### src/sv/rgbdith_pkg.sv
`timescale 1ns / 1ps

package rgbdith_pkg;

  // Configuration register widths and reset values
  localparam int CFG_WIDTH_W  = 13;
  localparam int CFG_HEIGHT_W = 16;
  localparam int CFG_DATA_W   = 16;
  localparam logic [CFG_WIDTH_W-1:0]  WIDTH_RESET  = 13'd640;
  localparam logic [CFG_HEIGHT_W-1:0] HEIGHT_RESET = 16'd480;

  // Register indexes on the configuration port
  typedef enum logic [0:0] {
    REG_IMAGE_WIDTH  = 1'b0,
    REG_IMAGE_HEIGHT = 1'b1
  } cfg_reg_t;

  // Channel order inside packed triples
  localparam int CH_RED   = 0;
  localparam int CH_GREEN = 1;
  localparam int CH_BLUE  = 2;

  // Diffusion weights, in sixteenths
  localparam logic [2:0] K_RIGHT      = 3'd7;
  localparam logic [2:0] K_BELOW      = 3'd5;
  localparam logic [2:0] K_BELOW_LEFT = 3'd3;
  localparam logic [2:0] K_BELOW_RGT  = 3'd1;

  typedef logic signed [7:0] err_t;
  typedef err_t [0:2] err3_t;          // 24 bits, one line entry
  typedef logic [0:2][7:0] pix3_t;

  // Item in the compute stage, position flags resolved at accept
  typedef struct packed {
    logic  last_col;
    logic  last_row;
    logic  first_row;
    pix3_t pix;
  } stage_t;

  // Red/green palette levels 0,36,73,...,255
  function automatic logic [7:0] level_rg(input logic [2:0] k);
    logic [7:0] lv;
    case (k)
      3'd0: lv = 8'd0;
      3'd1: lv = 8'd36;
      3'd2: lv = 8'd73;
      3'd3: lv = 8'd109;
      3'd4: lv = 8'd146;
      3'd5: lv = 8'd182;
      3'd6: lv = 8'd219;
      default: lv = 8'd255;
    endcase
    return lv;
  endfunction

  // Blue palette levels 0,85,170,255
  function automatic logic [7:0] level_b(input logic [1:0] k);
    logic [7:0] lv;
    case (k)
      2'd0: lv = 8'd0;
      2'd1: lv = 8'd85;
      2'd2: lv = 8'd170;
      default: lv = 8'd255;
    endcase
    return lv;
  endfunction

  // e*k/16, truncated toward zero
  function automatic err_t share16(input err_t e, input logic [2:0] k);
    logic signed [11:0] p;
    logic signed [11:0] q;
    p = $signed({{4{e[7]}}, e}) * $signed({9'b0, k});
    q = (p < 0) ? p + 12'sd15 : p;
    q = q >>> 4;
    return q[7:0];
  endfunction

endpackage

### src/sv/rgbdith_front.sv
`timescale 1ns / 1ps

module rgbdith_front #(
  parameter int MAX_WIDTH = 4096
) (
  input  logic                                 clk,
  input  logic                                 rst_n,
  input  logic [rgbdith_pkg::CFG_WIDTH_W-1:0]  cfg_width,
  input  logic [rgbdith_pkg::CFG_HEIGHT_W-1:0] cfg_height,
  input  logic                                 in_valid,
  output logic                                 in_ready,
  input  rgbdith_pkg::pix3_t                   in_pix,
  input  logic                                 fire,
  output logic                                 accept,
  output logic [$clog2(MAX_WIDTH)-1:0]         rd_addr,
  output logic                                 s1_valid,
  output rgbdith_pkg::stage_t                  s1,
  output logic [$clog2(MAX_WIDTH)-1:0]         s1_idx
);

  import rgbdith_pkg::*;

  localparam int CW = $clog2(MAX_WIDTH);
  localparam int EW = (CW + 1 > CFG_WIDTH_W) ? CW + 1 : CFG_WIDTH_W;

  logic [CW-1:0]           col_r, col_nxt;
  logic [CFG_HEIGHT_W-1:0] row_r, row_nxt;
  logic                    s1_valid_r, s1_valid_nxt;
  stage_t                  s1_r;
  logic [CW-1:0]           s1_idx_r;

  logic [EW-1:0]           w_ext, w_lim;
  logic [CW-1:0]           last_pos;
  logic [CFG_HEIGHT_W-1:0] h_last;
  logic                    last_col, last_row;

  // Effective frame size: zero counts as one, width saturates at the line depth
  always_comb begin
    w_ext = EW'(cfg_width);
    if (w_ext == '0) begin
      w_lim = EW'(1);
    end else if (w_ext > EW'(MAX_WIDTH)) begin
      w_lim = EW'(MAX_WIDTH);
    end else begin
      w_lim = w_ext;
    end
    last_pos = CW'(w_lim - EW'(1));
    h_last   = (cfg_height == '0) ? '0 : cfg_height - CFG_HEIGHT_W'(1);
  end

  assign last_col = col_r >= last_pos;
  assign last_row = row_r >= h_last;

  // Stage holds one item; it frees up when the compute stage fires
  assign in_ready = !s1_valid_r || fire;
  assign accept   = in_valid && in_ready;
  assign rd_addr  = col_r;

  // Raster position
  always_comb begin
    col_nxt = col_r;
    row_nxt = row_r;
    if (accept) begin
      if (last_col) begin
        col_nxt = '0;
        row_nxt = last_row ? '0 : row_r + CFG_HEIGHT_W'(1);
      end else begin
        col_nxt = col_r + CW'(1);
      end
    end
  end

  always_comb begin
    s1_valid_nxt = s1_valid_r;
    if (accept) begin
      s1_valid_nxt = 1'b1;
    end else if (fire) begin
      s1_valid_nxt = 1'b0;
    end
  end

  always_ff @(posedge clk) begin
    if (!rst_n) begin
      col_r      <= '0;
      row_r      <= '0;
      s1_valid_r <= 1'b0;
    end else begin
      col_r      <= col_nxt;
      row_r      <= row_nxt;
      s1_valid_r <= s1_valid_nxt;
    end
  end

  // Payload of the compute stage
  always_ff @(posedge clk) begin
    if (accept) begin
      s1_r.last_col  <= last_col;
      s1_r.last_row  <= last_row;
      s1_r.first_row <= (row_r == '0);
      s1_r.pix       <= in_pix;
      s1_idx_r       <= col_r;
    end
  end

  assign s1_valid = s1_valid_r;
  assign s1       = s1_r;
  assign s1_idx   = s1_idx_r;

`ifndef ASSERT_OFF
  a_accept_needs_room: assert property (@(posedge clk) disable iff (!rst_n)
    accept && s1_valid_r |-> fire)
    else $error("item accepted over an occupied stage");

  a_wrap_at_last_col: assert property (@(posedge clk) disable iff (!rst_n)
    accept && last_col |=> col_r == '0)
    else $error("column did not wrap");
`endif

endmodule

### config.mk
export PLATFORM = sky130hd
export DESIGN_NAME = rgbdith_front
export DESIGN_NICKNAME = d
export VERILOG_FILES = /design/src/sv/rgbdith_pkg.sv /design/src/sv/rgbdith_front.sv
export SDC_FILE = /design/constraint.sdc
export NUM_CORES = 1
export LEC_CHECK = 0
export ABC_AREA = 1
export BUFFER_PORTS_ARGS = -buffer_cell sky130_fd_sc_hd__buf_2
export CAP_MARGIN = 10
export CORE_UTILIZATION = 40
export DETAILED_ROUTE_END_ITERATION = 8
export GPL_ROUTABILITY_DRIVEN = 0
export GPL_TIMING_DRIVEN = 0
export MAX_ROUTING_LAYER = met4
export PLACE_DENSITY = 0.7
export SLEW_MARGIN = 25
export SYNTH_ARGS = -nofsm -noshare
export SYNTH_HDL_FRONTEND = slang
export SYNTH_SLANG_ARGS = --single-unit
### constraint.sdc
create_clock -name clk -period 2.8 [get_ports clk]
set_clock_uncertainty 0.05 [all_clocks]
set_input_delay 0.14 -clock clk [delete_from_list [all_inputs] [get_ports clk]]
set_output_delay 0.14 -clock clk [all_outputs]
set_load 0.02 [all_outputs]
==> metrics.md, run 1 <==
| Metric | Value |
|---|---|
| Clk slew on worst S/H paths | `roughly 80 ps` |
| # diodes | `0` |
| R2R Setup Slk | `roughly 830 ps` |
| Fin crit period | `between 2000 and 2500 ps` |
| Crit-path cells | `buf_2 -> inv_1 -> ha_1 -> nand2_1 -> nor2_2 -> inv_2 -> nor2_4 -> nand2_1 -> nor2_1 -> nand4_1 -> a21boi_1 -> ha_1 -> nand2_1 -> inv_1 -> nand3_1 -> nor2_1 -> nand3_1 -> nand4_1 -> nand2_1 -> inv_2 -> buf_8 -> nor2_1` |
| Logic gate share of total power | `0.163` |
| Vias in the first global route | `roughly 3,700` |
| Top post-synthesis cells by area | `edfxtp_1, dfxtp_1, nand2_1` |
| Routed WL | `around 9600 um` |
| Gr usage total | `0.1896` |
| # DRC | `0` |
| Clock Latency Late Sink | `340 ps` |
| Vias per cell | `4.807` |
| CORE AREA | `10,280 um^2` |
| Clock Path Buffers | `2` |
| Largest net degree at the start of global routing | `50` |
| Worst Tran Pin Value | `roughly 620 ps` |
| WHS Endpoint | `s1_valid$_SDFFE_PN0P_` |
| Area leader, netlist | `edfxtp_1` |
| Port Buf Inserts | `110` |
| Outcome | `complete, no violations` |
| Switching Fraction | `0.2842` |
| HP Class | `in -> reg` |
| Rows | `37` |
| CP dominant cell by count | `nand2_1` |
| Starting Density | `0.4097` |
| H-tree depth | `3` |
| Endpoint of the worst register-to-register path | `row_r[14]$_SDFFE_PN0P_` |
| F_max | `roughly 0.40 GHz` |
| Post-route design area | `around 5400 um^2` |
| Drt wl/cell | `between 10 and 15 um` |
| Area share of the largest cell type after synthesis | `0.2782` |
| Height of the die | `roughly 100 um` |
| Post-route clock period utilization | `0.8917` |
| RSZ-0062 raised after global routing | `false` |
| Synthesized instance count | `521` |
| VDD IR max | `roughly 0.28 mV` |
| Cell count along the critical path | `22` |
| Crit path capture type | `flip-flop` |
| Synth Net Count | `611` |
| Pwr Density | `around 400 nW/um^2` |
| Non-Filler Instances | `approximately 810` |
| Worst R2R Path Depth | `12` |
| Biggest cell delay along the critical path | `270 ps` |
| Min Hold Slack | `18.14 ps` |
| Slew margin rel. | `0.5888` |
| Placed insts | `approximately 770` |
| Hold path startpoint | `rst_n` |
| Flops & latches, synth | `just under 70` |
| Root Buffer | `clkbuf_8` |
| Layout cells sized above 1 | `0.2723` |
| Post-DRT Antenna Nets | `0` |
| Reg-to-reg startpoint | `rd_addr[6]$_SDFFE_PN0P_` |
| WP data required | `roughly 3000 ps` |
| Max Fanout on Critical Path | `10` |
| Die Area | `10,940 um^2` |
| Max-cap viol count | `0` |
| Placed cell areas | `roughly 4900 um^2` |
| Crit Path Class | `in -> reg` |
| CTS tree | `done` |
| P_leak | `~2.5 nW` |
| Fillcell total | `~950` |
| Layout area overhead | `27.90%` |
| Layout net count | `757` |
| YS warnings | `0` |
| GRT Residual Overflow | `0` |
| Worst path bufs/invs | `6` |
| DRT Pass-1 Iters | `4` |
| Psw | `slightly above 600 uW` |
| First-pass GRT wire length | `~16,000 um` |
| Cell Area, Synth | `roughly 4200 um^2` |
| CTS buffer count | `9` |
| Internal | `around 1.6 mW` |
| DR iter-0 viols | `130` |
| Initial antenna violation count | `0` |
| Avg Cell Area, Syn | `8.081 um^2` |
| Crit path DAT | `between 2000 and 3000 ps` |
| DR vias | `a little under 4,000` |
| Setup total negative slack | `0 ps` |
| CP top delay family | `simple AND/OR/NAND/NOR gates` |
| Register share of total power | `0.508` |
| Final hold viol count | `0` |
| Clock sinks | `between 60 and 70` |
| Io pins | `111` |
| Die width | `around 100 um` |
| Library cells used by synthesis | `36` |
| Max Slew Vio Count | `0` |
| CP max stage cell | `ha_1` |
| Clock network fraction of total power | `0.329` |
| CP Launch Type | `input port` |
| Dpl hpwl | `a little over 7000 um` |
| Final setup viols | `0` |
| Hold path depth | `3` |
| Sequential area share after synthesis | `0.4160` |
registers in the layout, indices dropped and copies added (netlist names):
signal,flops
s1,27
s1_idx,12
row_r,16
s1_valid,1
rd_addr,12
placed cells by master, fill, tap and decap left out, types with 3 or more instances in the layout:
master / netlist / layout
clkinvlp_4: 0 / 4
inv_1: 58 / 57
nand3_1: 36 / 36
o21ai_1: 3 / 3
a21oi_1: 14 / 14
nor2_1: 69 / 64
nand2_2: 8 / 8
xor2_1: 10 / 10
dfxtp_1: 29 / 29
nor3_1: 5 / 5
nand4_1: 22 / 22
inv_2: 3 / 4
edfxtp_1: 39 / 39
dlygate4sd3_1: 0 / 24
ha_1: 33 / 32
nand2_1: 129 / 129
xnor2_1: 8 / 8
buf_2: 5 / 114
buf_4: 1 / 3
o21ai_0: 5 / 5
nor3_2: 6 / 6
nor2_4: 3 / 3
clkbuf_8: 0 / 9
or2_2: 3 / 3
nor2_2: 9 / 14
per-stage QoR:
| step | total power, mW | util | setup WS [ps] |
|---|---|---|---|
| after global placement | 1.444 | 0.4798 | -136.6 |
| after global routing | 2.289 | 0.5240 | 12.63 |
| after CTS | 2.197 | 0.5202 | 203.4 |
| after floorplan | 1.332 | - | 299.9 |
| final | 2.180 | 0.5240 | 303.4 |
| after detailed placement | 1.453 | 0.4798 | -167.6 |
worst max-delay path by stage:
| stage | startpoint | end | slack (ps) |
|---|---|---|---|
| 5_1_grt | cfg_height[0] | row_r[13]$_SDFFE_PN0P_ | 10 |
| 3_5_place_dp | cfg_width[11] | row_r[8]$_SDFFE_PN0P_ | -170 |
| 4_1_cts | cfg_width[11] | row_r[4]$_SDFFE_PN0P_ | 200 |
| 2_1_floorplan | cfg_width[3] | row_r[11]$_SDFFE_PN0P_ | 300 |
| 6_report | cfg_height[0] | row_r[13]$_SDFFE_PN0P_ | 300 |
| 3_3_place_gp | cfg_width[1] | row_r[13]$_SDFFE_PN0P_ | -140 |
power by group through the flow:
stage / registers (mW) / clock network (mW) / logic (mW)
after global routing: 1.11 / 0.781 / 0.396
after detailed placement: 1.13 / 0 / 0.322
after CTS: 1.11 / 0.740 / 0.349
final: 1.11 / 0.717 / 0.355
after global placement: 1.13 / 0 / 0.313
after floorplan: 1.18 / 0 / 0.155
worst register-to-register path, stage by stage, from the launching register on:
cell,delay [ps]
dfxtp_1,530
ha_1,300
nand2_1,80
nor2_1,60
and2_1,150
nand2_2,80
nand4_4,110
nand2_4,110
nand2_2,90
nand2_1,80
inv_2,60
buf_4,130
nor2_1,90
metal layers:
layer  global-route usage  vias up  wire (um)
met5                    -        -          0
met1               0.2204     1741       4389
li1                     -     2013          -
met4              0.06740        0        116
met2               0.3231      119       4578
met3              0.04055       11        533
kinds of logic after synthesis:
family	count (synthesis)	synth area share
simple gates	303	0.3400
fa+ha+maj	33	0.09807
flops	68	0.4160
xor+xnor	18	0.03744
buf+inv	71	0.07132
compound gates	28	0.03715
cells in the mapped netlist (all sizes together):
library cell  count
nor3             11
a21boi            1
xor2             10
inv              61
buf               9
xnor2             8
nand3b            2
nor3b             1
a31o              2
clkinv            1
a21oi            14
o21ai             8
and2              2
dfxtp            29
nand2           139
nor4              2
ha               33
edfxtp           39
a21o              2
nor2             81
a31oi             1
nand4            25
nand3            37
or2               3
timing repair:
action | CTS | global route
endpoints found under the setup margin | 0 | 22
buffers inserted | 0 | 1
hold buffers | 24 | 0
hold endpoints to repair | 24 | 0
resized for setup | 0 | 9
cell type report:
class                           instances  area [um^2]  area share
Clock inverter                          7        51.30    0.009526
Clock buffer                            9        123.9     0.02300
Timing Repair Buffer                  135        798.3      0.1482
Tap cell                              136        170.2     0.03160
Multi-Input combinational cell        382         2183      0.4054
Buffer                                  9        72.57     0.01348
Sequential cell                        68         1752      0.3253
Inverter                               62        234.0     0.04345
Power figures use the tool's default switching activity.
==> run 2: changes to the inputs <==
CORE_MARGIN = 3   (was unset)
==> run 2 against run 1 <==
Effect of this change:
- global-route usage decreased by 1.4 points
- clock power decreased by 2%
- critical path depth increased by 4
- combinational power about the same
- register-to-register slack improved by 30 ps
- wire length increased by 3.6%
- worst hold slack improved by 19 ps
- largest power group unchanged
==> metrics.md, run 2 (synthesized netlist as in run 1, its figures left out) <==
| Metric | Value |
|---|---|
| Gr usage total | `0.1757` |
| Reg-to-reg startpoint | `rd_addr[6]$_SDFFE_PN0P_` |
| Hold path depth | `3` |
| Clock sinks | `68` |
| CTS buffer count | `9` |
| Final setup viols | `0` |
| CP Launch Type | `input port` |
| Non-Filler Instances | `810` |
| Post-route clock period utilization | `0.8991` |
| DR iter-0 viols | `about 180` |
| H-tree depth | `3` |
| Placed insts | `around 760` |
| Layout cells sized above 1 | `0.2792` |
| First-pass GRT wire length | `~16,000 um` |
| Layout net count | `between 700 and 800` |
| Die Area | `approximately 12,000 um^2` |
| Most frequent cells in the layout | `nand2_1, buf_2, nor2_1` |
| Worst Tran Pin Value | `594.8 ps` |
| Crit Path Class | `in -> reg` |
| HP Class | `in -> reg` |
| Internal | `around 1.6 mW` |
| Hold path startpoint | `rst_n` |
| CORE AREA | `between 9000 and 10,000 um^2` |
| Fin crit period | `around 2500 ps` |
| Root Buffer | `clkbuf_8` |
| Port Buf Inserts | `between 100 and 150` |
| Slew margin rel. | `0.6035` |
| Leading cell type in the layout, fill and taps excluded | `nand2_1` |
| Area of the multi-input gates | `between 2000 and 2500 um^2` |
| VDD IR max | `between 0.2 and 0.25 mV` |
| Layout area overhead | `28.44%` |
| Fillcell total | `932` |
| GRT Residual Overflow | `0` |
| Die width | `between 100 and 150 um` |
| Clock Latency Late Sink | `roughly 340 ps` |
| Logic gate share of total power | `0.165` |
| Vias per cell | `slightly below 5` |
| # diodes | `0` |
| WP data required | `2990 ps` |
| DRT Pass-1 Iters | `4` |
| Endpoint of the worst register-to-register path | `row_r[12]$_SDFFE_PN0P_` |
| DR vias | `about 3,900` |
| Max reg flops | `27` |
| F_max | `about 0.4 GHz` |
| Rows | `36` |
| Max Fanout on Critical Path | `6` |
| Max-cap viol count | `0` |
| Post-route design area | `about 5400 um^2` |
| Final hold viol count | `0` |
| Psw | `a little over 600 uW` |
| Height of the die | `between 100 and 150 um` |
| Routed WL | `9967 um` |
| Placed cell areas | `between 4000 and 5000 um^2` |
| Outcome | `complete, no violations` |
| Worst R2R Path Depth | `12` |
| Max Slew Vio Count | `0` |
| Clock network fraction of total power | `0.323` |
| Pwr Density | `400.6 nW/um^2` |
| Register share of total power | `0.512` |
| Clk slew on worst S/H paths | `around 70 ps` |
| R2R Setup Slk | `860 ps` |
| Drt wl/cell | `12.30 um` |
| Dpl hpwl | `between 7000 and 8000 um` |
| Crit path capture type | `flip-flop` |
| Reg area | `1752 um^2` |
| CTS tree | `done` |
| P_leak | `between 2 and 3 nW` |
| Switching Fraction | `0.2796` |
| Io pins | `between 100 and 150` |
| # DRC | `0` |
| Post-DRT Antenna Nets | `0` |
| Crit path DAT | `~2700 ps` |
| Setup total negative slack | `0 ps` |
| WHS Endpoint | `s1_valid$_SDFFE_PN0P_` |
| Min Hold Slack | `~37 ps` |
| Largest net degree at the start of global routing | `50` |
| Initial antenna violation count | `0` |
| Vias in the first global route | `between 3,000 and 4,000` |
| Clock Path Buffers | `2` |
| Starting Density | `0.4210` |
## run 2: cell types whose count changed in the layout (fill, tap and decap cells not counted), sizes merged
cell / delta
buf: +5
clkbuf: +1
clkinv: +3
clkinvlp: -2
inv: -2
## run 2: stage by stage
step	power (mW)	setup slack, ps	util
4_1_cts	2.179	182.2	0.5338
5_1_grt	2.278	-1.426	0.5408
2_1_floorplan	1.332	299.9	-
6_report	2.166	282.6	0.5408
3_3_place_gp	1.445	-137.3	0.4927
3_5_place_dp	1.453	-174.8	0.4927
## run 2: power groups by stage
stage	logic [mW]	clock network [mW]	registers [mW]
final	0.358	0.700	1.11
after global routing	0.402	0.764	1.11
after CTS	0.350	0.721	1.11
after detailed placement	0.323	0	1.13
after global placement	0.314	0	1.13
after floorplan	0.155	0	1.18
## run 2: critical path: stages
cell and delay, ps:
buf_2 110, nor2_2 140, nand2_1 60, nor2_1 100, nand2_1 60, nand2_1 70
inv_1 60, ha_2 190, nand4_1 90, inv_1 60, nand2_1 90, inv_2 50
nand3_1 70, xor2_1 70, ha_1 270, nand2_1 80, nor2_2 140, and2_4 160
nand2_2 60, nand4_4 90, nand2_4 80, nand2_4 80, nand2_1 60, inv_2 110
buf_4 160, nor2_1 40
## run 2: per-layer routing
metal / vias up / global-route usage / part of all wire
li1: 2021 / - / -
met1: 1773 / 0.2117 / 0.44
met2: 138 / 0.3054 / 0.48
met3: 8 / 0.02866 / 0.072
met4: 0 / 0.04599 / 0.0089
met5: - / - / 0
## run 2: how the worst max path moves through the flow
stage	from	endpoint	slack, ps	cells past startpoint
final	cfg_width[1]	row_r[12]$_SDFFE_PN0P_	280	26
after global routing	cfg_width[8]	row_r[5]$_SDFFE_PN0P_	-1	26
after CTS	cfg_width[1]	row_r[4]$_SDFFE_PN0P_	180	26
after detailed placement	cfg_width[1]	row_r[12]$_SDFFE_PN0P_	-170	26
after global placement	cfg_width[1]	row_r[13]$_SDFFE_PN0P_	-140	26
after floorplan	cfg_width[3]	row_r[11]$_SDFFE_PN0P_	300	24
## run 2: timing repair
item,4_1_cts,5_1_grt
buffers inserted,0,5
hold buffers,24,0
hold endpoints to repair,24,0
resized for setup,0,11
endpoints found under the setup margin,0,22
## run 2: area by class of cell
cell class	instances	share of cell area
Timing Repair Buffer	140	0.1546
Clock buffer	10	0.02360
Multi-Input combinational cell	382	0.4033
Tap cell	133	0.03077
Buffer	9	0.01273
Sequential cell	68	0.3239
Clock inverter	6	0.007867
Inverter	62	0.04327
==> run 3: changes to the inputs <==
CORE_UTILIZATION = 53   (was 40)
PLACE_DENSITY = 0.87   (was 0.7)
==> run 3 against run 2 <==
Effect of this change:
- clock power up 15%
- sequential cell count unchanged
- maximum frequency down 1.3%
- setup slack worse by 33 ps
- critical endpoint is now row_r[9]$_SDFFE_PN0P_
- die area is 23% lower
- sequential share of layout area shrank 0.21 points
- critical path depth unchanged
==> metrics.md, run 3 (synthesized netlist as in run 1, its figures left out) <==
| Metric | Value |
|---|---|
| DR vias | `approximately 4,000` |
| Placed insts | `730` |
| # diodes | `0` |
| Max reg flops | `27` |
| DR iter-0 viols | `approximately 190` |
| Dpl hpwl | `between 7000 and 8000 um` |
| Final hold viol count | `0` |
| VDD IR max | `0.2724 mV` |
| P_leak | `around 2.6 nW` |
| Die Area | `9050 um^2` |
| Placed cell areas | `roughly 4900 um^2` |
| Rows | `31` |
| Post-DRT Antenna Nets | `0` |
| CTS tree | `done` |
| Crit path capture type | `flip-flop` |
| Clk slew on worst S/H paths | `70 ps` |
| First-pass GRT wire length | `around 16,000 um` |
| Height of the die | `~95 um` |
| Drt wl/cell | `12.88 um` |
| Vias per cell | `roughly 5.2` |
| Clock sinks | `68` |
| Gr usage total | `0.2276` |
| Biggest cell delay along the critical path | `roughly 290 ps` |
| Layout cells sized above 1 | `0.2868` |
| Die width | `roughly 95 um` |
| CP max stage cell | `ha_1` |
| CP dominant cell by count | `nand2_1` |
| Final setup viols | `0` |
| Slew margin rel. | `0.6010` |
| Initial antenna violation count | `0` |
| Largest net degree at the start of global routing | `50` |
| Vias in the first global route | `~3,700` |
| Max Fanout on Critical Path | `5` |
| CP Launch Type | `input port` |
| Clock Latency Late Sink | `approximately 340 ps` |
| Routed WL | `roughly 10,000 um` |
| Crit path from | `cfg_width[8]` |
| Layout net count | `between 700 and 800` |
| Io pins | `around 110` |
| Pwr Density | `around 420 nW/um^2` |
| Post-route design area | `roughly 5400 um^2` |
| Reg-to-reg startpoint | `rd_addr[6]$_SDFFE_PN0P_` |
| Root Buffer | `clkbuf_8` |
| Port Buf Inserts | `110` |
| Post-route clock period utilization | `0.9108` |
| H-tree depth | `3` |
| HP Class | `in -> reg` |
| Worst Tran Pin Value | `598.5 ps` |
| Leading cell type in the layout, fill and taps excluded | `nand2_1` |
| Clock Path Buffers | `2` |
| GRT Residual Overflow | `0` |
| Layout area overhead | `29.27%` |
| Hold path startpoint | `fire` |
| Starting Density | `0.5624` |
| Max Slew Vio Count | `0` |
| CORE AREA | `between 7000 and 8000 um^2` |
| Non-Filler Instances | `between 700 and 800` |
| Crit Path Class | `in -> reg` |
| Max-cap viol count | `0` |
| Fin crit period | `about 2600 ps` |
| DRT Pass-1 Iters | `6` |
| Crit path DAT | `2740 ps` |
| # DRC | `0` |
| F_max | `slightly below 0.4 GHz` |
| Fillcell total | `roughly 560` |
| CTS buffer count | `9` |
| Most frequent cells in the layout | `nand2_1, buf_2, nor2_1` |
| Outcome | `complete, no violations` |
| WP data required | `between 2000 and 3000 ps` |
==> run 3: cell types whose count changed in the layout (fill, tap and decap cells not counted), sizes merged <==
| cell | before | now |
|---|---|---|
| buf | 125 | 127 |
| bufinv | 0 | 1 |
| clkbuf | 10 | 9 |
| clkinvlp | 2 | 1 |
| inv | 61 | 62 |
| dlygate4sd3 | 24 | 25 |
==> run 3: worst paths after layout <==
| path | end | cells past startpoint | slack (ps) |
|---|---|---|---|
| max | row_r[9]$_SDFFE_PN0P_ | 26 | 250 |
| min | s1_valid$_SDFFE_PN0P_ | 4 | 80 |
| max reg2reg | row_r[3]$_SDFFE_PN0P_ | 12 | 790 |
| min reg2reg | row_r[0]$_SDFFE_PN0P_ | 2 | 460 |
==> run 3: metrics by stage <==
stage | setup WS (ps) | util | setup TNS [ps] | power (mW) | hold slack, ps
2_1_floorplan | 299.9 | - | 0 | 1.332 | 188.9
3_3_place_gp | -105.6 | 0.6525 | -1670 | 1.440 | 266.5
3_5_place_dp | -209.1 | 0.6525 | -4056 | 1.452 | 268.3
4_1_cts | 145.0 | 0.7127 | 0 | 2.282 | 64.18
5_1_grt | -26.17 | 0.7271 | -167.1 | 2.389 | 89.69
6_report | 249.8 | 0.7271 | 0 | 2.278 | 82.41
==> run 3: final cells by class <==
class	count	area, um^2	share of cell area
Timing Repair Buffer	143	858.3	0.1577
Clock inverter	7	76.32	0.01402
Buffer	9	68.82	0.01264
Inverter	62	234.0	0.04299
Clock buffer	9	123.9	0.02276
Multi-Input combinational cell	382	2206	0.4053
Sequential cell	68	1752	0.3218
Tap cell	99	123.9	0.02276
==> run 3: repair_timing <==
action / CTS / global route
hold buffers: 25 / 0
endpoints found under the hold margin: 25 / 0
resized for setup: 0 / 17
setup endpoints to repair: 0 / 25
buffers inserted: 0 / 6
==> run 3: power by group <==
group | switching (mW) | internal, mW
logic | 0.218 | 0.147
clock network | 0.390 | 0.415
registers | 0.0122 | 1.09
total | 0.620 | 1.66
==> run 3: layer usage <==
metal | vias up | track usage | share of wire
met5 | - | - | 0
met4 | 0 | 0.06370 | 0.013
met3 | 19 | 0.04262 | 0.094
met2 | 183 | 0.3977 | 0.48
met1 | 1854 | 0.2672 | 0.41
li1 | 2025 | - | -
==> run 3: worst max-delay path, delay by kind of cell <==
kind                       cells  cell delay, ps
buffers and inverters          6             630
and+or+nand+nor               17            1320
adders and majority gates      2             430
xor gates and xnor gates       1             190
