`src/sv/rgbdith_pkg.sv`:
```
`timescale 1ns / 1ps

package rgbdith_pkg;

  // Configuration register widths and reset values
  localparam int CFG_WIDTH_W  = 13;
  localparam int CFG_HEIGHT_W = 16;
  localparam int CFG_DATA_W   = 16;
  localparam logic [CFG_WIDTH_W-1:0]  WIDTH_RESET  = 13'd640;
  localparam logic [CFG_HEIGHT_W-1:0] HEIGHT_RESET = 16'd480;

  // Register indexes on the configuration port
  typedef enum logic [0:0] {
    REG_IMAGE_WIDTH  = 1'b0,
    REG_IMAGE_HEIGHT = 1'b1
  } cfg_reg_t;

  // Channel order inside packed triples
  localparam int CH_RED   = 0;
  localparam int CH_GREEN = 1;
  localparam int CH_BLUE  = 2;

  // Diffusion weights, in sixteenths
  localparam logic [2:0] K_RIGHT      = 3'd7;
  localparam logic [2:0] K_BELOW      = 3'd5;
  localparam logic [2:0] K_BELOW_LEFT = 3'd3;
  localparam logic [2:0] K_BELOW_RGT  = 3'd1;

  typedef logic signed [7:0] err_t;
  typedef err_t [0:2] err3_t;          // 24 bits, one line entry
  typedef logic [0:2][7:0] pix3_t;

  // Item in the compute stage, position flags resolved at accept
  typedef struct packed {
    logic  last_col;
    logic  last_row;
    logic  first_row;
    pix3_t pix;
  } stage_t;

  // Red/green palette levels 0,36,73,...,255
  function automatic logic [7:0] level_rg(input logic [2:0] k);
    logic [7:0] lv;
    case (k)
      3'd0: lv = 8'd0;
      3'd1: lv = 8'd36;
      3'd2: lv = 8'd73;
      3'd3: lv = 8'd109;
      3'd4: lv = 8'd146;
      3'd5: lv = 8'd182;
      3'd6: lv = 8'd219;
      default: lv = 8'd255;
    endcase
    return lv;
  endfunction

  // Blue palette levels 0,85,170,255
  function automatic logic [7:0] level_b(input logic [1:0] k);
    logic [7:0] lv;
    case (k)
      2'd0: lv = 8'd0;
      2'd1: lv = 8'd85;
      2'd2: lv = 8'd170;
      default: lv = 8'd255;
    endcase
    return lv;
  endfunction

  // e*k/16, truncated toward zero
  function automatic err_t share16(input err_t e, input logic [2:0] k);
    logic signed [11:0] p;
    logic signed [11:0] q;
    p = $signed({{4{e[7]}}, e}) * $signed({9'b0, k});
    q = (p < 0) ? p + 12'sd15 : p;
    q = q >>> 4;
    return q[7:0];
  endfunction

endpackage

```
`src/sv/rgbdith_core.sv`:
```
`timescale 1ns / 1ps

module rgbdith_core #(
  parameter int MAX_WIDTH = 4096
) (
  input  logic                         clk,
  input  logic                         rst_n,
  input  logic                         accept,
  input  logic [$clog2(MAX_WIDTH)-1:0] rd_addr,
  input  rgbdith_pkg::err3_t           rd_data,
  input  logic                         fire,
  input  rgbdith_pkg::stage_t          s1,
  input  logic [$clog2(MAX_WIDTH)-1:0] s1_idx,
  output logic [7:0]                   color,
  output logic                         wr_en,
  output logic [$clog2(MAX_WIDTH)-1:0] wr_addr,
  output rgbdith_pkg::err3_t           wr_data
);

  import rgbdith_pkg::*;

  localparam int CW = $clog2(MAX_WIDTH);

  err3_t carry_r, carry_nxt;
  err3_t pend0_r, pend0_nxt;   // below sum for the previous column
  err3_t pend1_r, pend1_nxt;   // below-right share of the current column

  // Last-column entry is held until the write port is free
  logic          defer_valid_r, defer_valid_nxt;
  logic [CW-1:0] defer_addr_r;
  err3_t         defer_data_r;

  // Writes that landed after this stage's line read was issued
  logic          ovr_valid_r, ovr_valid_nxt;
  err3_t         ovr_data_r, ovr_data_nxt;

  err3_t              below;
  logic signed [9:0]  x [3];
  logic [7:0]         v [3];
  logic [7:0]         lvl [3];
  logic signed [8:0]  diff [3];
  err3_t              e, sh7, sh5, sh3, sh1;
  logic               a_wr, b_new;
  err3_t              a_data, b_data;

  // Line entry for this item, newest write first
  always_comb begin
    if (s1.first_row) begin
      below = '0;
    end else if (defer_valid_r && defer_addr_r == s1_idx) begin
      below = defer_data_r;
    end else if (ovr_valid_r) begin
      below = ovr_data_r;
    end else begin
      below = rd_data;
    end
  end

  // Per channel: add diffused error, clamp, quantize, split the error
  always_comb begin
    for (int c = 0; c < 3; c++) begin
      x[c] = $signed({2'b00, s1.pix[c]}) + $signed({{2{carry_r[c][7]}}, carry_r[c]})
           + $signed({{2{below[c][7]}}, below[c]});
      if (x[c] < 0) begin
        v[c] = 8'd0;
      end else if (x[c] > 10'sd255) begin
        v[c] = 8'd255;
      end else begin
        v[c] = x[c][7:0];
      end
      lvl[c]  = (c == CH_BLUE) ? level_b(v[c][7:6]) : level_rg(v[c][7:5]);
      diff[c] = $signed({1'b0, v[c]}) - $signed({1'b0, lvl[c]});
      e[c]    = diff[c][7:0];
      sh7[c]  = share16(e[c], K_RIGHT);
      sh5[c]  = share16(e[c], K_BELOW);
      sh3[c]  = share16(e[c], K_BELOW_LEFT);
      sh1[c]  = share16(e[c], K_BELOW_RGT);
      a_data[c] = pend0_r[c] + sh3[c];
      b_data[c] = pend1_r[c] + sh5[c];
    end
  end

  assign color = {v[CH_RED][7:5], v[CH_GREEN][7:5], v[CH_BLUE][7:6]};

  // Below-left entry is final now; the last column's own entry is deferred
  assign a_wr  = fire && !s1.last_row && (s1_idx != '0);
  assign b_new = fire && !s1.last_row && s1.last_col;

  // Single write port: a deferred entry never meets a below-left write
  always_comb begin
    wr_en   = a_wr || defer_valid_r;
    wr_addr = a_wr ? s1_idx - CW'(1) : defer_addr_r;
    wr_data = a_wr ? a_data : defer_data_r;
  end

  // Row carries
  always_comb begin
    carry_nxt = carry_r;
    pend0_nxt = pend0_r;
    pend1_nxt = pend1_r;
    if (fire) begin
      carry_nxt = s1.last_col ? '0 : sh7;
      if (s1.last_row || s1.last_col) begin
        pend0_nxt = '0;
        pend1_nxt = '0;
      end else begin
        pend0_nxt = b_data;
        pend1_nxt = sh1;
      end
    end
  end

  always_comb begin
    if (b_new) begin
      defer_valid_nxt = 1'b1;
    end else if (a_wr) begin
      defer_valid_nxt = defer_valid_r;
    end else begin
      defer_valid_nxt = 1'b0;
    end
  end

  // Track writes to the entry read for the item in this stage
  always_comb begin
    ovr_valid_nxt = ovr_valid_r;
    ovr_data_nxt  = ovr_data_r;
    if (accept) begin
      ovr_valid_nxt = wr_en && (wr_addr == rd_addr);
      ovr_data_nxt  = wr_data;
    end else if (wr_en && (wr_addr == s1_idx)) begin
      ovr_valid_nxt = 1'b1;
      ovr_data_nxt  = wr_data;
    end
  end

  always_ff @(posedge clk) begin
    if (!rst_n) begin
      carry_r       <= '0;
      pend0_r       <= '0;
      pend1_r       <= '0;
      defer_valid_r <= 1'b0;
      ovr_valid_r   <= 1'b0;
    end else begin
      carry_r       <= carry_nxt;
      pend0_r       <= pend0_nxt;
      pend1_r       <= pend1_nxt;
      defer_valid_r <= defer_valid_nxt;
      ovr_valid_r   <= ovr_valid_nxt;
    end
  end

  always_ff @(posedge clk) begin
    if (b_new) begin
      defer_addr_r <= s1_idx;
      defer_data_r <= b_data;
    end
    ovr_data_r <= ovr_data_nxt;
  end

`ifndef ASSERT_OFF
  a_port_no_clash: assert property (@(posedge clk) disable iff (!rst_n)
    !(a_wr && defer_valid_r))
    else $error("below-left write collides with deferred entry");

  a_defer_drains: assert property (@(posedge clk) disable iff (!rst_n)
    defer_valid_r && !b_new |=> !defer_valid_r)
    else $error("deferred entry not written back");

  a_defer_capture: assert property (@(posedge clk) disable iff (!rst_n)
    b_new |=> defer_valid_r && defer_addr_r == $past(s1_idx))
    else $error("last column entry not held for write");
`endif

endmodule

```
`config.mk`:
```
export PLATFORM = sky130hd
export DESIGN_NAME = rgbdith_core
export DESIGN_NICKNAME = d
export VERILOG_FILES = /design/src/sv/rgbdith_pkg.sv /design/src/sv/rgbdith_core.sv
export SDC_FILE = /design/constraint.sdc
export NUM_CORES = 1
export LEC_CHECK = 0
export BUFFER_PORTS_ARGS = -buffer_cell sky130_fd_sc_hd__buf_2
export CAP_MARGIN = 15
export CORE_MARGIN = 2
export CORE_UTILIZATION = 60
export DETAILED_ROUTE_END_ITERATION = 12
export GPL_ROUTABILITY_DRIVEN = 0
export PLACE_DENSITY_LB_ADDON = 0.12
export SLEW_MARGIN = 30
export SYNTH_ARGS = -nofsm -noshare
export SYNTH_HDL_FRONTEND = slang
export SYNTH_SLANG_ARGS = --single-unit
```
`constraint.sdc`:
```
create_clock -name clk -period 25.4 [get_ports clk]
set_input_delay 0 -clock clk [delete_from_list [all_inputs] [get_ports clk]]
set_output_delay 0 -clock clk [all_outputs]
set_load 0.1 [all_outputs]
```
==> qor.json, run 1 <==
{
  "routing": {
    "m1WireLength_um": 17700,
    "totalWireLength_um": 40000,
    "top_signal_layer_used": "met4",
    "detail_route.iter0.violations": 796,
    "post-route-drc-count": 0,
    "via_per_inst": 5.88,
    "detail_route.first_pass.iterations": 8,
    "ant_nets": 0,
    "met3RoutedLength_um": 1320,
    "post_drt_wl_per_cell_um": 17.9,
    "dr_total_vias": 13100,
    "wl_met2_um": 19600
  },
  "critical_path": {
    "critical_path_class": "register to output port",
    "worst_ep_arrival_time_ns": 11.58,
    "crit_path_largest_cell_delay_ns": 0.55,
    "r2r.worst_path.cells": 47,
    "reg2reg_from": "defer_addr_r[10]",
    "critical_path_required_ns": 25.40,
    "critPathSlowestCell": "fa_1",
    "critPathLaunchType": "register",
    "setup.reg_to_reg.worst_slack_ns": 14.50,
    "critical_path.startpoint": "defer_addr_r[10]",
    "regToRegEndpoint": "pend0_r[23]",
    "crit_path_max_fanout": 46,
    "timing.critical_path.to_type": "output port",
    "timing.critical_path.mode_cell": "a21oi_1"
  },
  "sta": {
    "maxClockFrequency_ghz": 0.0864,
    "fin_worst_skew_ns": 0.0107,
    "setup-violations-final": 0,
    "grt_setup_unrepaired": "false",
    "setup_total_negative_slack_ns": 0,
    "timing.final.hold_violations": 0,
    "slew-limit-headroom_pct": 39.9,
    "final_critical_path_setup_slack_ns": 13.82,
    "report.final.slew_viol_count": 0,
    "tightest_pin_transition_ns": 0.899,
    "timing.final.crit_period_ns": 11.58,
    "period_share_pct": 45.6
  },
  "placement": {
    "buffer_ports.inserted": 123,
    "post-place-ws_ns": 14.42,
    "dp_hpwl_um": 31900
  },
  "die": {
    "die_width_um": 164,
    "floorplan.core_area_mm2": 0.0252,
    "floorplan.rows": 58,
    "fp.dieH_um": 164,
    "pin_count": 124,
    "fp.dieArea_mm2": 0.0269,
    "start_util_pct": 61.1
  },
  "clock_tree": {
    "cts_buffers": 17,
    "tritoncts": "yes",
    "cts_root_buffer": "clkbuf_16",
    "postCtsHoldBufs": 15,
    "cts_repair_resize_count": 0,
    "clock-sinks": 125,
    "cts_max_path_buffers": 2,
    "cts_htree_levels": 4,
    "cts.reportedPaths.clkPinSlew_ns": 0.07,
    "clock_latency_ns": 0.42,
    "post-cts-setup-buffers": 0
  },
  "yosys": {
    "yosysUniqueCellTypes": 84,
    "main_combinational_cell_family_by_area_after_synthesis": "adder cells",
    "post_synth_inst_count": 1766,
    "synth_area_mm2": 0.0154,
    "yosys-top-cells-area": "ha_1, edfxtp_1, dfxtp_1",
    "netlist.top_cell.by_area": "ha_1",
    "share_of_synthesized_area_spent_on_multiplexers_pct": 2.08,
    "avgSynthCellArea_um2": 8.71,
    "synth_flop_cell": "dfxtp_1",
    "postSynthRegisterBits": 125,
    "async_reset_ff_share_pct": 0,
    "synthDominantCellAreaShare_pct": 17.0,
    "synth-seq-area-share_pct": 20.2,
    "synth_xor_xnor_area_share_pct": 14.0,
    "synth_simple_gate_area_share_pct": 13.0,
    "synth_compound_area_share_pct": 20.1,
    "synth-adder-area-share_pct": 24.9,
    "synth_enable_flop_cells": 60,
    "yosys_warnings": 0,
    "syn_nets": 2115
  },
  "worst_hold_path": {
    "hold_path.startpoint": "rst_n",
    "hold_path_end": "carry_r[7]",
    "min_path_type": "input pin to register",
    "whs_path_depth": 3
  },
  "flow_run": {
    "max_cap_violations": 0
  },
  "cells_and_area": {
    "number_of_nets_in_the_layout": 2238,
    "area.growth.synth_to_final_pct": 10.8,
    "num-fill-cells": 2083,
    "drive_above_1_share_pct": 10.8
  },
  "global_route": {
    "grtUsageTotal_pct": 29.9,
    "grt_pass1_wl_um": 63400,
    "antenna_found_initial": 1,
    "grt_overflow": 0,
    "grt_pass1_vias": 12700,
    "grt_start_max_net_pins": 70
  },
  "status": {
    "outcome": "completed"
  }
}
==> routing by layer <==
| metal | vias up | global-route usage, % |
|---|---|---|
| li1 | 6412 | - |
| met1 | 6314 | 37.9 |
| met2 | 318 | 52.3 |
| met3 | 80 | 3.48 |
| met4 | 0 | 11.2 |
| met5 | - | 0 |
==> cell families (layout without fill, tap and decap cells) <==
family / count (synthesis) / count (layout)
other: 0 / 1
adders and majority gates: 270 / 270
AOI/OAI and AO/OA: 460 / 460
xor gates and xnor gates: 240 / 240
and+or+nand+nor: 408 / 408
buffers and inverters: 232 / 368
muxes: 31 / 31
DFF: 125 / 125
==> registers in the layout, summed over array words and instances (netlist names) <==
register	cells
carry_r	24
defer_addr_r	12
defer_data_r	24
defer_valid_r	1
ovr_data_r	24
ovr_valid_r	1
pend0_r	24
pend1_r	15
==> critical path, delay by kind of cell, from the launching register on <==
kind            cells  cell delay, ns
fa+ha+maj           7            2.45
simple gates        7            0.91
buf+inv             6            1.25
flops               1            0.41
xor+xnor            7            2.12
compound gates     20            3.98
==> final cells by class <==
| cell class | count | area, um^2 | area share (%) |
|---|---|---|---|
| antenna | 1 | 2.50 | 0.0147 |
| clock buffer | 17 | 425 | 2.50 |
| clock inverter | 15 | 115 | 0.676 |
| inverter | 186 | 698 | 4.10 |
| multi-input combinational | 1409 | 11400 | 67.0 |
| sequential | 125 | 3100 | 18.2 |
| tap | 330 | 413 | 2.42 |
| timing repair buffer | 150 | 868 | 5.10 |
==> cells in the mapped netlist, types with 7 or more instances <==
library cell    n
or3_1           9
a21oi_1       110
a22o_1          8
a211oi_1       22
inv_1         184
o21bai_1       41
a31oi_1        19
and2_1         22
xor2_1         92
xnor2_1       144
o21ai_0        86
nand4_1        13
edfxtp_1       60
o21a_1         19
nand2_1       126
mux2_2          8
nor3_1         18
ha_1          209
nand3_1        34
nand2b_1        7
dfxtp_1        65
nor4_1          7
nor2b_1        48
a22oi_1        25
mux2i_1        23
a21o_1         58
o21ai_1        10
clkbuf_1       40
fa_1           61
and3_1         11
nor2_1         89
==> placed cells by master (no fill, tap or decap), drive strengths merged, types with 11 or more instances in the layout <==
cell / count
a21o: 58
o21a: 19
inv: 189
a211oi: 23
and3: 11
mux2i: 23
buf: 135
clkbuf: 17
o21bai: 41
xnor2: 144
dfxtp: 65
nor3: 21
and2: 23
o21ai: 97
nor2: 89
nand3: 35
nand4: 14
a21oi: 112
ha: 209
a22oi: 25
nand2: 126
a31oi: 19
dlygate4sd3: 15
xor2: 93
edfxtp: 60
fa: 61
nor2b: 48
==> worst max path at each step <==
stage          cells past startpoint  slack, ns              to
3_5_place_dp                      47      14.42     wr_data[23]
6_report                          47      13.82     wr_data[23]
5_1_grt                           47      12.97     wr_data[23]
4_1_cts                           47      13.90     wr_data[23]
2_1_floorplan                     46      13.02  ovr_data_r[23]
3_3_place_gp                      47      14.67     wr_data[23]
==> metrics by stage <==
step / utilization (%) / cells / area [um^2] / hold WS (ns)
6_report: 67.6 / 2233 / 17000 / 0.154
5_1_grt: 67.6 / 2233 / 17000 / 0.171
4_1_cts: 67.5 / 2231 / 17000 / 0.144
3_5_place_dp: 64.8 / 2184 / 16300 / 0.207
3_3_place_gp: 64.8 / 2184 / 16300 / 0.200
2_1_floorplan: - / 1766 / 15400 / 0.0898
Power of run 1 is not shown: default switching activity piles up to over one toggle a cycle in this logic, so the estimate is an artifact.
==> run 2, diff against run 1 <==
--- a/config.mk
+++ b/config.mk
@@ -5,6 +5,7 @@
 export SDC_FILE = /design/constraint.sdc
 export NUM_CORES = 1
 export LEC_CHECK = 0
+export ABC_AREA = 1
 export BUFFER_PORTS_ARGS = -buffer_cell sky130_fd_sc_hd__buf_2
 export CAP_MARGIN = 15
 export CORE_MARGIN = 2
==> constraint.sdc (replaced) <==
create_clock -name clk -period 10.83 [get_ports clk]
set_input_delay 0 -clock clk [delete_from_list [all_inputs] [get_ports clk]]
set_output_delay 0 -clock clk [all_outputs]
set_load 0.1 [all_outputs]
==> qor.json, run 2 <==
{
  "clock_tree": {
    "clock-sinks": {"value": 125, "change": "unchanged"},
    "cts_root_buffer": "clkbuf_16",
    "tritoncts": "yes",
    "cts.reportedPaths.clkPinSlew": {"value": 0.07, "unit": "ns", "change": "about the same"},
    "cts_max_path_buffers": {"value": 2, "change": "unchanged"},
    "clock_latency": {"value": 0.43, "unit": "ns", "change": "about the same"},
    "cts_htree_levels": {"value": 4, "change": "unchanged"},
    "cts_buffers": {"value": 17, "change": "unchanged"}
  },
  "critical_path": {
    "crit_path_max_fanout": {"value": 16, "change": "-65%"},
    "timing.critical_path.mode_cell": "nor2_1",
    "setup.reg_to_reg.worst_slack": {"value": 0.82, "unit": "ns", "change": "-13.68 ns"},
    "critPathLaunchType": "register",
    "reg2reg_from": "defer_addr_r[6]",
    "critical_path_required": {"value": 10.83, "unit": "ns", "change": "-14.57 ns"},
    "crit_path_largest_cell_delay": {"value": 0.52, "unit": "ns", "change": "-0.03 ns"},
    "critPathSlowestCell": "fa_1",
    "critical_path_class": "register to output port",
    "timing.critical_path.to_type": "output port",
    "regToRegEndpoint": "ovr_data_r[7]",
    "worst_ep_arrival_time": {"value": 10.26, "unit": "ns", "change": "-1.32 ns"},
    "r2r.worst_path.cells": {"value": 56, "change": "+19%"}
  },
  "yosys": {
    "syn_nets": {"value": 2508, "change": "+19%"},
    "synth_area": {"value": 0.0156, "unit": "mm^2", "change": "+1.8%"},
    "synth_enable_flop_cells": {"value": 60, "change": "unchanged"},
    "yosys_warnings": {"value": 0, "change": "unchanged"},
    "synth_flop_cell": "dfxtp_1",
    "postSynthRegisterBits": {"value": 125, "change": "unchanged"},
    "post_synth_inst_count": {"value": 2159, "change": "+22%"},
    "yosys-top-cells-area": "ha_1, edfxtp_1, nand2_1",
    "most_frequent_cell_after_synthesis": "nand2_1",
    "synth_commonest_cells": "nand2_1, inv_1, ha_1",
    "synthDominantCellAreaShare": {"value": 16.7, "unit": "%", "change": "-0.29 points"},
    "avgSynthCellArea": {"value": 7.25, "unit": "um^2", "change": "-17%"},
    "yosysUniqueCellTypes": {"value": 52, "change": "-38%"},
    "async_reset_ff_share": {"value": 0, "unit": "%", "change": "unchanged"},
    "netlist.top_cell.by_area": "ha_1",
    "synth-seq-area-share": {"value": 19.8, "unit": "%", "change": "-0.35 points"}
  },
  "cells_and_area": {
    "drive_above_1_share": {"value": 12.9, "unit": "%", "change": "+2.1 points"},
    "register_area": {"value": 0.00310, "unit": "mm^2", "change": "about the same"},
    "final_common_cell": "nand2_1",
    "area.growth.synth_to_final_pct": 13.0,
    "num-fill-cells": {"value": 2272, "change": "+9.1%"},
    "share_of_the_core_filled_with_cells_in_the_final_layout": {"value": 68.5, "unit": "%", "change": "+0.82 points"},
    "layoutNonFillerInstCount": {"value": 2644, "change": "+18%"},
    "final_cell_mix": "nand2_1, inv_1, ha_1",
    "footprint_of_the_multi_input_gates": {"value": 0.0112, "unit": "mm^2", "change": "-1.9%"},
    "number_of_nets_in_the_layout": {"value": 2644, "change": "+18%"}
  },
  "routing": {
    "dr_total_vias": {"value": 14400, "change": "+10%"},
    "totalWireLength": {"value": 41200, "unit": "um", "change": "+2.9%"},
    "via_per_inst": {"value": 5.46, "change": "-7.0%"},
    "post_drt_wl_per_cell": {"value": 15.6, "unit": "um", "change": "-13%"},
    "detail_route.iter0.violations": {"value": 891, "change": "+12%"},
    "detail_route.first_pass.iterations": {"value": 6, "change": "-2"},
    "post-route-drc-count": {"value": 0, "change": "unchanged"},
    "ant_nets": {"value": 0, "change": "unchanged"}
  },
  "sta": {
    "grt_setup_unrepaired": "true",
    "worst_hold_slack": {"value": 0.0279, "unit": "ns", "change": "-0.126 ns"},
    "period_share_pct": 94.7,
    "slew-limit-headroom": {"value": 37.4, "unit": "%", "change": "-2.5 points"},
    "maxClockFrequency_ghz": 0.0975,
    "setup_total_negative_slack": {"value": 0, "unit": "ns", "change": "unchanged"},
    "setup-violations-final": {"value": 0, "change": "unchanged"},
    "report.final.slew_viol_count": {"value": 0, "change": "unchanged"},
    "timing.final.crit_period_ns": 10.26,
    "timing.final.hold_violations": {"value": 0, "change": "unchanged"},
    "fin_worst_skew": {"value": 0.0142, "unit": "ns", "change": "+0.00349 ns"},
    "tightest_pin_transition": {"value": 0.938, "unit": "ns", "change": "+0.0391 ns"}
  },
  "global_route": {
    "grt_pass1_wl": {"value": 65500, "unit": "um", "change": "+3.3%"},
    "grt_overflow": {"value": 0, "change": "unchanged"},
    "antenna_found_initial": {"value": 1, "change": "unchanged"},
    "grt_start_max_net_pins": {"value": 66, "change": "-5.7%"},
    "grtUsageTotal": {"value": 30.2, "unit": "%", "change": "+0.23 points"},
    "grt_pass1_vias": {"value": 13900, "change": "+9.9%"}
  },
  "placement": {
    "buffer_ports.inserted": {"value": 123, "change": "unchanged"},
    "dp_hpwl": {"value": 32200, "unit": "um", "change": "+0.93%"},
    "dp_cell_count": {"value": 2588, "change": "+18%"}
  },
  "die": {
    "die_width": {"value": 165, "unit": "um", "change": "+0.85%"},
    "pin_count": {"value": 124, "change": "unchanged"},
    "floorplan.core_area": {"value": 0.0258, "unit": "mm^2", "change": "+2.6%"},
    "fp.dieArea": {"value": 0.0274, "unit": "mm^2", "change": "+1.7%"},
    "start_util": {"value": 60.6, "unit": "%", "change": "-0.50 points"},
    "floorplan.rows": {"value": 59, "change": "+1.7%"},
    "fp.dieH": {"value": 165, "unit": "um", "change": "+0.85%"}
  },
  "status": {
    "outcome": "completed"
  },
  "flow_run": {
    "max_cap_violations": {"value": 0, "change": "unchanged"}
  },
  "worst_hold_path": {
    "min_path_type": "input pin to register",
    "hold_path.startpoint": "rd_addr[5]",
    "hold_path_end": "ovr_valid_r",
    "whs_path_depth": {"value": 6, "change": "+3"}
  }
}
run 2: cell count changes in the layout (fill, tap and decap cells not counted), sizes merged, moves of 21 or more:
cell    previous run  this run
inv              189       380
a21oi            112       184
xor2              93       123
o21bai            41        18
nand2            126       436
a22oi             25         2
nor2              89       209
nand3             35        84
nor2b             48         0
a211oi            23         2
xnor2            144        49
a21o              58         2
and2              23         2
mux2i             23         0
run 2: how the worst max path moves through the flow:
stage,startpoint,to,slack (ns),cells after the start
2_1_floorplan,defer_addr_r[1],ovr_data_r[7],0.007,54
3_3_place_gp,defer_addr_r[6],wr_data[7],0.81,53
3_5_place_dp,defer_addr_r[6],wr_data[7],0.47,53
4_1_cts,defer_addr_r[6],wr_data[7],0.04,56
5_1_grt,defer_addr_r[6],wr_data[23],-0.12,59
6_report,defer_addr_r[6],wr_data[7],0.57,56
run 2: area by class of cell:
cell class                      instances  share of cell area (%)
Sequential cell                       125                    17.5
Clock inverter                         14                   0.948
Multi-Input combinational cell       1613                    63.2
Timing Repair Buffer                  157                    5.32
Antenna cell                            1                  0.0141
Tap cell                              335                    2.37
Clock buffer                           18                    2.48
Inverter                              381                    8.09
run 2: logic make-up (layout without fill, tap and decap cells):
group / after synthesis / count (layout) / synth area share [%]
AO/OA/AOI/OAI: 366 / 366 / 13.4
XOR/XNOR: 172 / 172 / 9.63
adder cells (fa/ha/maj): 270 / 270 / 24.5
buffers and inverters: 422 / 570 / 10.3
flip-flops: 125 / 125 / 19.8
other: 0 / 1 / 0
AND/OR/NAND/NOR: 804 / 805 / 22.4
run 2: critical path, delay by kind of cell (launching register included):
family / cells / cell delay [ns]
xor gates and xnor gates: 5 / 0.92
DFF: 1 / 0.40
AOI/OAI and AO/OA: 17 / 2.67
adders and majority gates: 7 / 2.48
buffers and inverters: 8 / 1.01
and+or+nand+nor: 19 / 2.36
run 2: per-stage QoR:
step | setup WS [ns] | cell area, um^2
final | 0.575 | 17700
after detailed placement | 0.471 | 16700
after CTS | 0.0439 | 17400
after global placement | 0.808 | 16700
after global routing | -0.122 | 17700
after floorplan | 0.00663 | 15700
run 2: layer usage:
layer	global-route usage, %	wire length (um)
met3	4.20	2130
met2	54.3	20400
met5	0	0
met1	36.5	17200
met4	11.4	1480
run 2: timing repair:
action,4_1_cts,5_1_grt
buffers inserted,0,7
gates resized for setup,4,44
endpoints found under the setup margin,2,23
pin swaps,0,10
hold endpoints to repair,14,0
gates cloned,0,1
hold buffers,15,0
Power of run 2 is left out for the same reason.
==> run 3, diff against run 2 <==
==> constraint.sdc (replaced) <==
create_clock -name clk -period 10.45 [get_ports clk]
set_input_delay 0 -clock clk [delete_from_list [all_inputs] [get_ports clk]]
set_output_delay 0 -clock clk [all_outputs]
set_load 0.1 [all_outputs]
==> qor.json, run 3 (synthesis results as in run 2) <==
{
  "status": {
    "outcome": "completed"
  },
  "routing": {
    "post_drt_wl_per_cell": {"value": 15.6, "unit": "um", "change": "about the same"},
    "ant_nets": {"value": 0, "change": "unchanged"},
    "dr_total_vias": {"value": 14600, "change": "+1.3%"},
    "detail_route.first_pass.iterations": {"value": 8, "change": "+2"},
    "totalWireLength": {"value": 41500, "unit": "um", "change": "+0.76%"},
    "post-route-drc-count": {"value": 0, "change": "unchanged"},
    "detail_route.iter0.violations": {"value": 855, "change": "-4.0%"},
    "via_per_inst": {"value": 5.49, "change": "+0.47%"}
  },
  "cells_and_area": {
    "area.growth.synth_to_final_pct": 14.6,
    "number_of_nets_in_the_layout": {"value": 2665, "change": "+0.79%"},
    "drive_above_1_share": {"value": 14.2, "unit": "%", "change": "+1.3 points"},
    "footprint_of_the_multi_input_gates": {"value": 0.0113, "unit": "mm^2", "change": "+0.97%"},
    "num-fill-cells": {"value": 2219, "change": "-2.3%"},
    "register_area": {"value": 0.00310, "unit": "mm^2", "change": "unchanged"},
    "final_common_cell": "nand2_1",
    "final_design_area_excluding_fillers": {"value": 0.0179, "unit": "mm^2", "change": "+1.4%"},
    "final_cell_mix": "nand2_1, inv_1, ha_1"
  },
  "die": {
    "pin_count": {"value": 124, "change": "unchanged"},
    "die_width": {"value": 165, "unit": "um", "change": "unchanged"},
    "floorplan.core_area": {"value": 0.0258, "unit": "mm^2", "change": "unchanged"},
    "start_util": {"value": 60.6, "unit": "%", "change": "unchanged"},
    "fp.dieArea": {"value": 0.0274, "unit": "mm^2", "change": "unchanged"},
    "fp.dieH": {"value": 165, "unit": "um", "change": "unchanged"},
    "floorplan.rows": {"value": 59, "change": "unchanged"}
  },
  "worst_hold_path": {
    "whs_path_depth": {"value": 6, "change": "unchanged"},
    "min_path_type": "input pin to register"
  },
  "placement": {
    "dp_hpwl": {"value": 32700, "unit": "um", "change": "+1.4%"},
    "placed_area": {"value": 0.0168, "unit": "mm^2", "change": "+0.68%"},
    "post-place-ws": {"value": 0.0523, "unit": "ns", "change": "-0.419 ns"},
    "buffer_ports.inserted": {"value": 123, "change": "unchanged"}
  },
  "critical_path": {
    "critPathSlowestCell": "fa_1",
    "critical_path.startpoint": "defer_addr_r[6]",
    "critical_path_cell_count": {"value": 54, "change": "-3.6%"},
    "timing.critical_path.to_type": "output port",
    "critical_path_required": {"value": 10.45, "unit": "ns", "change": "-0.38 ns"},
    "critical-path-top-delay-family": "adder cells",
    "worst_ep_arrival_time": {"value": 9.97, "unit": "ns", "change": "-0.29 ns"},
    "reg2reg_from": "defer_addr_r[6]",
    "worst_setup_path_endpoint": "wr_data[7]",
    "critical_path_buf_inv_count": {"value": 8, "change": "unchanged"},
    "setup.reg_to_reg.worst_slack": {"value": 0.71, "unit": "ns", "change": "-0.11 ns"},
    "crit_path_max_fanout": {"value": 23, "change": "+7"},
    "regToRegEndpoint": "pend0_r[7]",
    "critPathLaunchType": "register",
    "r2r.worst_path.cells": {"value": 54, "change": "-3.6%"},
    "critical_path_class": "register to output port",
    "timing.critical_path.mode_cell": "nor2_1",
    "crit_path_largest_cell_delay": {"value": 0.52, "unit": "ns", "change": "about the same"}
  },
  "sta": {
    "maxClockFrequency_ghz": 0.100,
    "timing.final.hold_violations": {"value": 0, "change": "unchanged"},
    "setup-violations-final": {"value": 0, "change": "unchanged"},
    "grt_setup_unrepaired": "true",
    "period_share_pct": 95.4,
    "report.final.slew_viol_count": {"value": 0, "change": "unchanged"},
    "setup_total_negative_slack": {"value": 0, "unit": "ns", "change": "unchanged"},
    "timing.final.crit_period_ns": 9.97,
    "slew-limit-headroom": {"value": 36.8, "unit": "%", "change": "-0.55 points"},
    "fin_worst_skew": {"value": 0.0162, "unit": "ns", "change": "+0.00205 ns"},
    "final_critical_path_setup_slack": {"value": 0.482, "unit": "ns", "change": "-0.0930 ns"},
    "tightest_pin_transition": {"value": 0.946, "unit": "ns", "change": "+0.00818 ns"}
  },
  "clock_tree": {
    "cts.reportedPaths.clkPinSlew": {"value": 0.06, "unit": "ns", "change": "about the same"},
    "cts_root_buffer": "clkbuf_16",
    "cts_buffers": {"value": 17, "change": "unchanged"},
    "cts_htree_levels": {"value": 4, "change": "unchanged"},
    "clock-sinks": {"value": 125, "change": "unchanged"},
    "clock_latency": {"value": 0.42, "unit": "ns", "change": "about the same"},
    "tritoncts": "yes",
    "cts_max_path_buffers": {"value": 2, "change": "unchanged"}
  },
  "global_route": {
    "antenna_found_initial": {"value": 1, "change": "unchanged"},
    "grtUsageTotal": {"value": 30.1, "unit": "%", "change": "-0.076 points"},
    "grt_pass1_vias": {"value": 14000, "change": "+0.38%"},
    "grt_start_max_net_pins": {"value": 66, "change": "unchanged"},
    "grt_overflow": {"value": 0, "change": "unchanged"},
    "grt_pass1_wl": {"value": 65000, "unit": "um", "change": "-0.75%"}
  },
  "flow_run": {
    "max_cap_violations": {"value": 0, "change": "unchanged"}
  }
}
==> run 3: changes by cell type in the layout (fill, tap and decap cells not counted), moves of 3 or more <==
| cell | delta |
|---|---|
| a21oi_4 | +4 |
| buf_4 | +20 |
| clkbuf_1 | +3 |
| o21ai_0 | -4 |
==> run 3: worst reg2reg max path, delay by kind of cell (launching register included) <==
family	cells	cell delay, ns
adders and majority gates	8	2.75
AOI/OAI and AO/OA	17	2.64
and+or+nand+nor	14	1.83
xor gates and xnor gates	6	1.10
buffers and inverters	9	0.80
DFF	1	0.42
==> run 3: how the worst min path moves through the flow <==
stage | start | slack (ns) | endpoint
3_3_place_gp | s1_idx[3] | 0.21 | defer_addr_r[3]
4_1_cts | rd_addr[4] | 0.04 | ovr_valid_r
3_5_place_dp | s1_idx[3] | 0.21 | defer_addr_r[3]
2_1_floorplan | s1_idx[0] | 0.1 | defer_addr_r[0]
5_1_grt | rd_addr[4] | 0.07 | ovr_valid_r
6_report | rd_addr[5] | 0.05 | ovr_valid_r
==> run 3: timing repair <==
item,4_1_cts,5_1_grt
hold buffers,15,0
hold endpoints to repair,14,0
setup buffers,0,23
pin swaps,1,16
setup endpoints to repair,5,26
resized for setup,9,54
cloned,0,1
==> run 3: cell type report <==
| cell class | count | area share [%] |
|---|---|---|
| Antenna cell | 1 | 0.0140 |
| Clock buffer | 22 | 2.65 |
| Clock inverter | 10 | 0.502 |
| Inverter | 381 | 7.97 |
| Multi-Input combinational cell | 1613 | 63.0 |
| Sequential cell | 125 | 17.3 |
| Tap cell | 335 | 2.34 |
| Timing Repair Buffer | 178 | 6.26 |
==> run 3: routing by layer <==
layer	share of wire [%]	up-vias	track usage [%]
met5	0	-	0
li1	-	7295	-
met2	50	401	54.8
met3	5.2	100	4.27
met1	41	6832	35.4
met4	3.9	0	12.3
==> run 3: stage by stage <==
step	hold slack (ns)	cells	utilization, %
finish	0.0549	2665	69.4
floorplan	0.0989	2159	-
detailed placement	0.211	2593	65.0
global placement	0.208	2593	65.0
global route	0.0744	2665	69.4
CTS	0.0383	2640	67.9
Power of run 3 is left out for the same reason.
